<file path="src/design/bct_pkg.sv">
package bct_pkg;

   localparam int KEY_W = 32;

   localparam logic KIND_LAN = 1'b0;
   localparam logic KIND_WAN = 1'b1;

   typedef struct packed {
      logic              kind;
      logic [KEY_W-1:0]  flow_hash;
   } req_type;

   typedef struct packed {
      logic found;
      logic inserted;
      logic bucket_full;
   } rsp_type;

endpackage

</file>
<file path="src/design/bct_bucket_match.sv">
module bct_bucket_match
   import bct_pkg::*;
#(
   parameter int WAYS = 4,
   localparam int FW = $clog2(WAYS + 1)
) (
   input  logic [WAYS-1:0][KEY_W-1:0] ent,
   input  logic [FW-1:0]              fill,
   input  logic [KEY_W-1:0]           key,
   input  logic                       kind,
   output rsp_type                    dec,
   output logic [WAYS-1:0][KEY_W-1:0] new_ent,
   output logic [FW-1:0]              new_fill
);

   logic alive;
   logic hit;
   logic room;

   always_comb begin
      alive = 1'b1;
      hit   = 1'b0;
      // scan in way order; an empty way stops the search
      for (int w = 0; w < WAYS; w++) begin
         if (alive && ent[w] == key) hit = 1'b1;
         if (ent[w] == '0) alive = 1'b0;
      end
      room = fill < FW'(WAYS);

      new_ent = ent;
      for (int w = 0; w < WAYS; w++) begin
         if (fill == FW'(w)) new_ent[w] = key;
      end
      new_fill = fill + FW'(1);

      dec.found       = hit;
      dec.inserted    = (kind == KIND_LAN) && !hit && room;
      dec.bucket_full = (kind == KIND_LAN) && !hit && !room;
   end

endmodule

</file>
<file path="config.mk">
export PLATFORM = sky130hd
export DESIGN_NAME = bct_bucket_match
export DESIGN_NICKNAME = d
export VERILOG_FILES = /design/src/design/bct_pkg.sv /design/src/design/bct_bucket_match.sv
export SDC_FILE = /design/constraint.sdc
export NUM_CORES = 1
export LEC_CHECK = 0
export BUFFER_PORTS_ARGS = -buffer_cell sky130_fd_sc_hd__buf_2
export CAP_MARGIN = 10
export CORE_AREA = 2 2 114 116
export DETAILED_ROUTE_END_ITERATION = 16
export DIE_AREA = 0 0 116 118
export GPL_TIMING_DRIVEN = 0
export PLACE_DENSITY = 0.61
export SYNTH_ARGS = -nofsm -noshare
export SYNTH_HDL_FRONTEND = slang
export SYNTH_SLANG_ARGS = --single-unit
</file>
<file path="constraint.sdc">
create_clock -name vclk -period 1.8
set_input_delay 0.09 -clock vclk [all_inputs]
set_output_delay 0.09 -clock vclk [all_outputs]
set_load 0.01 [all_outputs]
</file>
# Word level (Yosys, flattened, before mapping)
# Index checks and enable logic that the tools add are counted.
# op_classes
addsub,1
magnitude_cmp,1
n_eq_ne,7
mux,11
bitwise,1
n_reduce_logical,12
# ops
op,n
32-bit == test,4
32-bit two-way mux,4
32-bit zero test,3
1-bit two-way mux,7
"3-bit by 2-bit == test with 1-bit output, second input constant",2
1-bit logical AND,6
"3-bit by 1-bit adder with 3-bit output, second input constant",1
"3-bit by 1-bit == test with 1-bit output, second input constant",1
3-bit zero test,1
"3-bit less-than comparator, second input constant",1
1-bit zero test,2
1-bit NOT,1
# totals
reg_bits,0
in_bits,164
out_inout_bits,134
wordCells,33

# Logic depth before layout (Yosys ltp)
# Gate-level depths: netlist (run 1).
# depth
depth_word,9
ltp_mapped,8
mapped_depth_nobuf,6

# Least setup slack after synthesis (run 1)
# No wires, ideal clock.
# synth_timing
path_type,input -> output
startpoint,in key[29]
endpoint,out dec[0] (netlist bit)
arrival_time_ns,1.332
required_time_ns,1.710
path_slack_ns,0.378
stages,7
cell_sequence,buf_2 -> xnor2_1 -> nand4_1 -> nor4_1 -> o211ai_1 -> a211o_1 -> and4b_1
# synth_lines
item,line,text
from (decl),bct_bucket_match.sv:9,"input logic [KEY_W-1:0] key,"
to (decl),bct_bucket_match.sv:11,"output rsp_type dec,"

==> results by group, run 1 <==
Final layout
  • Final nets: 834
  • Share of cells above drive strength 1: 69.2%
  • Most common cell after layout, fill and taps aside: buf_2
  • Fillers: 1322
  • Final core utilization: 42.5%
  • Num sequential: 0
  • CLK BUF: 0
  • Sequential Area: 0 um^2
  • Most frequent cells in the layout: buf_2, mux2_2, xnor2_1
  • Final Non-Filler Cells: 836
  • Area Overhead vs Synth: 49.9%

Flow run
  • Max-Cap Viols: 0

Critical path
  • Worst Path Arrival: 1820 ps
  • Worst Path Buf+Inv: 2
  • CP Max Fanout: 8
  • Cells along the critical path: buf_4, xnor2_2, nand4_1, nor4_2, o211ai_1, a211o_1, and4b_1, buf_2
  • CP Capture Type: primary output
  • CP startpoint kind: input pin
  • Setup CP Type: in -> out
  • Critical Path Slowest Stage Cell: a211o_1
  • Crit path largest cell delay: 350 ps
  • Required time of the critical path: 1710 ps
  • CP delay by family, top: simple AND/OR/NAND/NOR gates

Floorplanning
  • Die area: 13700 um^2
  • Die Y: 118 um
  • I/O Pins: 298
  • Cell Rows: 41
  • Die width: 116 um
  • Initial Util: 28.4%
  • Core ar.: 12400 um^2

Power and ir drop
  • Power Dens Cells: 280 nW/um^2
  • P_leak: 2.35 nW
  • Peak VDD IR: 126 uV

Logic synthesis
  • Netlist Area Pre-Place: 3520 um^2
  • Post-synth cell types: 23
  • Post-Synth XOR/XNOR Area: 33.3%
  • Cells after Synth: 396
  • Synth Area in Adders: 1.78%
  • Warnings from Yosys: 0
  • Sequential area share after synthesis: 0%
  • Syn_nets: 565
  • Synth Area in Simple Gates: 14.0%
  • Mean area per synthesized cell: 8.89 um^2
  • Largest family of logic cells by synthesized area: multiplexers
  • Compound-gate portion of the synthesized area: 0.604%
  • Mux cell area share after synthesis: 40.9%

GRT
  • Pin count of the biggest net entering global routing: 11
  • Initial antenna violation count: 1
  • First-pass GRT wire length: 26.2 mm
  • Total Routing Usage GR: 25.8%
  • Vias in the first global route: 4268
  • Remaining Overflow, GRT: 0

Hold path
  • HP Class: in -> out

Timing
  • RSZ-0062 raised after global routing: yes
  • Final min period: 1910 ps
  • Post-route setup slack: -108 ps
  • Worst relative slew slack: 71.7%
  • Setup TNS: -185 ps
  • Slew Viols, Final: 0
  • Tcrit/Tclk final: 106%
  • Setup Viol. Count Final: 2
  • Fin. Hold Viols: 0
  • Slew @ Worst Pin: 421 ps
  • Fmax: 524 MHz

Route
  • Routed wire per std cell: 23.0 um
  • DRT antenna net count: 0
  • Residual DRC: 0
  • Via count: 4222
  • Drt via density: 5.05
  • DR pass1 iterations: 4
  • Initial DRC Count: 193
  • Drt total wl: 19.2 mm

Placement
  • Buffers on Ports: 266
  • Placed cells: 834
  • Gp weighted congestion: 0.931
  • Post-DP HPWL: 15.9 mm

Status
  • Violated checks: setup timing
  • Outcome: finished, violations left

Clock tree
  • Post-CTS Hold Buffers: 0
==> path summary, 6_finish.rpt <==
check    start     endpoint  slack (ps)  depth (start not counted)
max    key[17]       dec[0]        -110                          8
min    fill[0]  new_fill[0]         500                          3
==> stage by stage <==
stage	setup slack (ps)	hold slack, ps	power (W)	area [um^2]
floorplan	378	243	0.000790	3520
global placement	-547	497	0.00142	5070
detailed placement	-485	501	0.00142	5070
CTS	-173	502	0.00146	5190
global route	-186	515	0.00157	5280
finish	-108	503	0.00148	5280
==> repair_timing <==
item                                    in CTS  in global routing
resized for setup                           34                 20
setup buffers                                0                  2
endpoints found under the setup margin      83                 54
pin swaps                                    6                  5
==> tightest hold or removal path: stages <==
cell   delay, ps
buf_2        110
inv_1         70
buf_2        140
==> per-layer routing <==
metal  track usage, %  wire [um]
met2             48.6       9760
met3             2.73       1330
met5                0          0
met1             30.7       7650
met4             5.73        473
==> layout make-up <==
cell class	instances	area (um^2)	share of cell area, %
Timing Repair Buffer	268	1370	25.9
Buffer	46	380	7.20
Tap cell	172	215	4.07
Multi-Input combinational cell	345	3300	62.5
Inverter	4	15.0	0.284
Antenna cell	1	2.50	0.0474
==> cells by family (layout without fill, tap and decap cells) <==
logic type,after synthesis,count (layout)
adder cells (fa/ha/maj),5,5
multiplexers,128,128
AO/OA/AOI/OAI,3,3
AND/OR/NAND/NOR,81,81
buffers and inverters,51,318
XOR/XNOR,128,128
other,0,1
==> power by group <==
| part | leakage (nW) | switching [W] | internal [W] |
|---|---|---|---|
| Clock | 0.00000634 | 0 | 0.0000000000742 |
| Combinational | 2.35 | 0.000767 | 0.000714 |
| Sequential | 0 | 0 | 0 |
==> synthesized netlist by cell type (all sizes together) <==
| cell | number | area, um^2 |
|---|---|---|
| xor2 | 32 | 280 |
| nor3 | 1 | 5.00 |
| nor4 | 38 | 238 |
| nor2b | 1 | 6.26 |
| and3 | 1 | 6.26 |
| inv | 4 | 15.0 |
| a211o | 1 | 8.76 |
| mux2 | 128 | 1440 |
| nor2 | 3 | 11.3 |
| clkbuf | 2 | 7.51 |
| nand4 | 32 | 200 |
| and4b | 1 | 10.0 |
| xnor2 | 96 | 893 |
| a21oi | 1 | 5.00 |
| o211ai | 1 | 7.51 |
| nand2 | 4 | 15.0 |
| buf | 45 | 309 |
| ha | 5 | 62.6 |
No activity file was read; power rests on OpenSTA's default activity.
==> run 2, diff against run 1 <==
--- a/config.mk
+++ b/config.mk
@@ -7,11 +7,11 @@
 export LEC_CHECK = 0
 export BUFFER_PORTS_ARGS = -buffer_cell sky130_fd_sc_hd__buf_2
 export CAP_MARGIN = 10
-export CORE_AREA = 2 2 114 116
+export CORE_AREA = 2 2 117 119
 export DETAILED_ROUTE_END_ITERATION = 16
-export DIE_AREA = 0 0 116 118
+export DIE_AREA = 0 0 119 121
 export GPL_TIMING_DRIVEN = 0
-export PLACE_DENSITY = 0.61
+export PLACE_DENSITY = 0.59
 export SYNTH_ARGS = -nofsm -noshare
 export SYNTH_HDL_FRONTEND = slang
 export SYNTH_SLANG_ARGS = --single-unit
==> constraint.sdc (replaced) <==
create_clock -name vclk -period 2.35
set_input_delay 0.1175 -clock vclk [all_inputs]
set_output_delay 0.1175 -clock vclk [all_outputs]
set_load 0.01 [all_outputs]
==> run 2 against run 1 <==
The flow now finishes without violations. Sequential share of layout area did not move. Global-route usage fell by 0.53 points. Via count rose by 0.71%. Clock-buffer cell count did not move. Combinational power fell by 26%. Utilization fell by 3.8 points. Critical path depth did not move. Largest power group unchanged.
==> results by group, run 2 (synthesized netlist as in run 1, its figures left out) <==
GRT
  • First-pass GRT wire length: 27.0 mm (+3.3%)
  • GR peak layer: met2
  • Met3 Usage GRT: 3.10% (+0.37 points)
  • Total Routing Usage GR: 25.3% (-0.53 points)
  • M2 GR Usage: 47.6% (-1.1 points)
  • Pin count of the biggest net entering global routing: 11 (unchanged)
  • Met1 usage: 29.8% (-0.94 points)
  • Remaining Overflow, GRT: 0 (unchanged)
  • Vias in the first global route: 4374 (+2.5%)
  • Initial antenna violation count: 0 (-1)

Final layout
  • Final nets: 833 (-0.12%)
  • Sequential Area: 0 um^2 (unchanged)
  • N_diodes: 0 (-1)
  • CLK BUF: 0 (unchanged)
  • Share of cells above drive strength 1: 65.1% (-4.1 points)
  • Most frequent cells in the layout: buf_2, mux2_2, xnor2_1
  • Area Overhead vs Synth: 44.0%
  • Num sequential: 0 (unchanged)
  • Final core utilization: 38.8% (-3.8 points)
  • Most common cell after layout, fill and taps aside: buf_2

Critical path
  • Cell mode on critical path: buf_2
  • Cells along the critical path: buf_2, xnor2_1, nand4_1, nor4_1, o211ai_1, a211o_1, and4b_1, buf_2
  • CP Capture Type: primary output
  • Required time of the critical path: 2230 ps (+520 ps)
  • Setup CP Type: in -> out
  • CP Max Fanout: 8 (unchanged)
  • CP startpoint kind: input pin
  • Worst Path Arrival: 2120 ps (+300 ps)
  • Crit path largest cell delay: 400 ps (+50 ps)
  • Critical Path Slowest Stage Cell: a211o_1

Route
  • Routed wire per std cell: 23.4 um (+1.9%)
  • Drt total wl: 19.6 mm (+2.2%)
  • DR pass1 iterations: 4 (unchanged)
  • Residual DRC: 0 (unchanged)
  • Drt via density: 5.07 (+0.47%)
  • DRT antenna net count: 0 (unchanged)
  • Initial DRC Count: 173 (-10%)
  • Via count: 4252 (+0.71%)

Power and ir drop
  • Power Dens Cells: 217 nW/um^2 (-22%)
  • P_leak: 2.23 nW (-5.4%)
  • Peak VDD IR: 102 uV (-19%)

Timing
  • Setup Viol. Count Final: 0 (-2)
  • Worst relative slew slack: 51.2% (-21 points)
  • Hold slack: 567 ps (+63.9 ps)
  • Slew Viols, Final: 0 (unchanged)
  • Final min period: 2240 ps
  • Fin. Hold Viols: 0 (unchanged)
  • RSZ-0062 raised after global routing: no
  • Setup TNS: 0 ps (+185 ps)
  • Slew @ Worst Pin: 732 ps (+311 ps)
  • Fmax: 447 MHz
  • Tcrit/Tclk final: 95.2%

Hold path
  • Hold Path Depth: 3 (unchanged)
  • HP Class: in -> out
  • Min-Delay Endpoint: new_fill[0]
  • Worst hold path startpoint: fill[0]

Flow run
  • Max-Cap Viols: 0 (unchanged)

Floorplanning
  • I/O Pins: 298 (unchanged)
  • Die width: 119 um (+2.6%)
  • Cell Rows: 42 (+2.4%)
  • Die Y: 121 um (+2.5%)
  • Die area: 14400 um^2 (+5.2%)
  • Initial Util: 26.9% (-1.5 points)
  • Core ar.: 13100 um^2 (+5.4%)

Placement
  • Post-DP HPWL: 16.2 mm (+2.4%)
  • Buffers on Ports: 266 (unchanged)
  • Gp weighted congestion: 0.919 (-1.2%)

Clock tree
  • Post-CTS Hold Buffers: 0 (unchanged)
  • # Post-CTS Setup Buffers: 0 (unchanged)
  • PostCTS Resize Cnt: 0 (-100%)

Status
  • Outcome: complete, no violations
## run 2: cell types whose count changed in the layout (fill, tap and decap cells not counted), sizes merged
cell / previous run / this run
clkbuf: 9 / 2
buf: 305 / 311
diode: 1 / 0
## run 2: worst max-delay path by stage
stage                        from      to  slack, ps
after floorplan           key[29]  dec[0]        870
after global placement     key[9]  dec[0]         30
after detailed placement   key[9]  dec[0]         40
after CTS                  key[9]  dec[0]         30
after global routing       key[9]  dec[0]         30
final                      key[9]  dec[0]        110
## run 2: stage by stage
step / setup slack (ps) / power [W] / cells / instance area, um^2
floorplan: 873 / 0.000605 / 396 / 3520
global placement: 28.7 / 0.00110 / 838 / 5070
detailed placement: 44.4 / 0.00110 / 838 / 5070
CTS: 33.7 / 0.00110 / 838 / 5070
global route: 29.9 / 0.00117 / 838 / 5070
finish: 112 / 0.00110 / 838 / 5070
## run 2: layout make-up
cell class / instances / area (um^2)
inverter: 4 / 15.0
fill: 1447 / 8010
timing repair buffer: 266 / 1330
multi-input combinational: 345 / 3190
buffer: 47 / 317
tap: 176 / 220
## run 2: layer usage
metal / vias to the layer above / routed length (um) / share of wire [%]
met5: - / 0 / 0
met4: 0 / 559 / 2.8
met1: 2022 / 8050 / 41
li1: 1965 / - / -
met3: 34 / 1150 / 5.9
met2: 231 / 9880 / 50
## run 2: power breakdown
part / switching, W / internal (W)
Combinational: 0.000587 / 0.000517
Clock: 0 / 0
Sequential: 0 / 0
Total: 0.000587 / 0.000517
## run 2: worst max-delay path, delay by kind of cell
family	cells	cell delay [ps]
XOR/XNOR	1	320
AO/OA/AOI/OAI	2	650
AND/OR/NAND/NOR	3	710
buffers and inverters	2	320
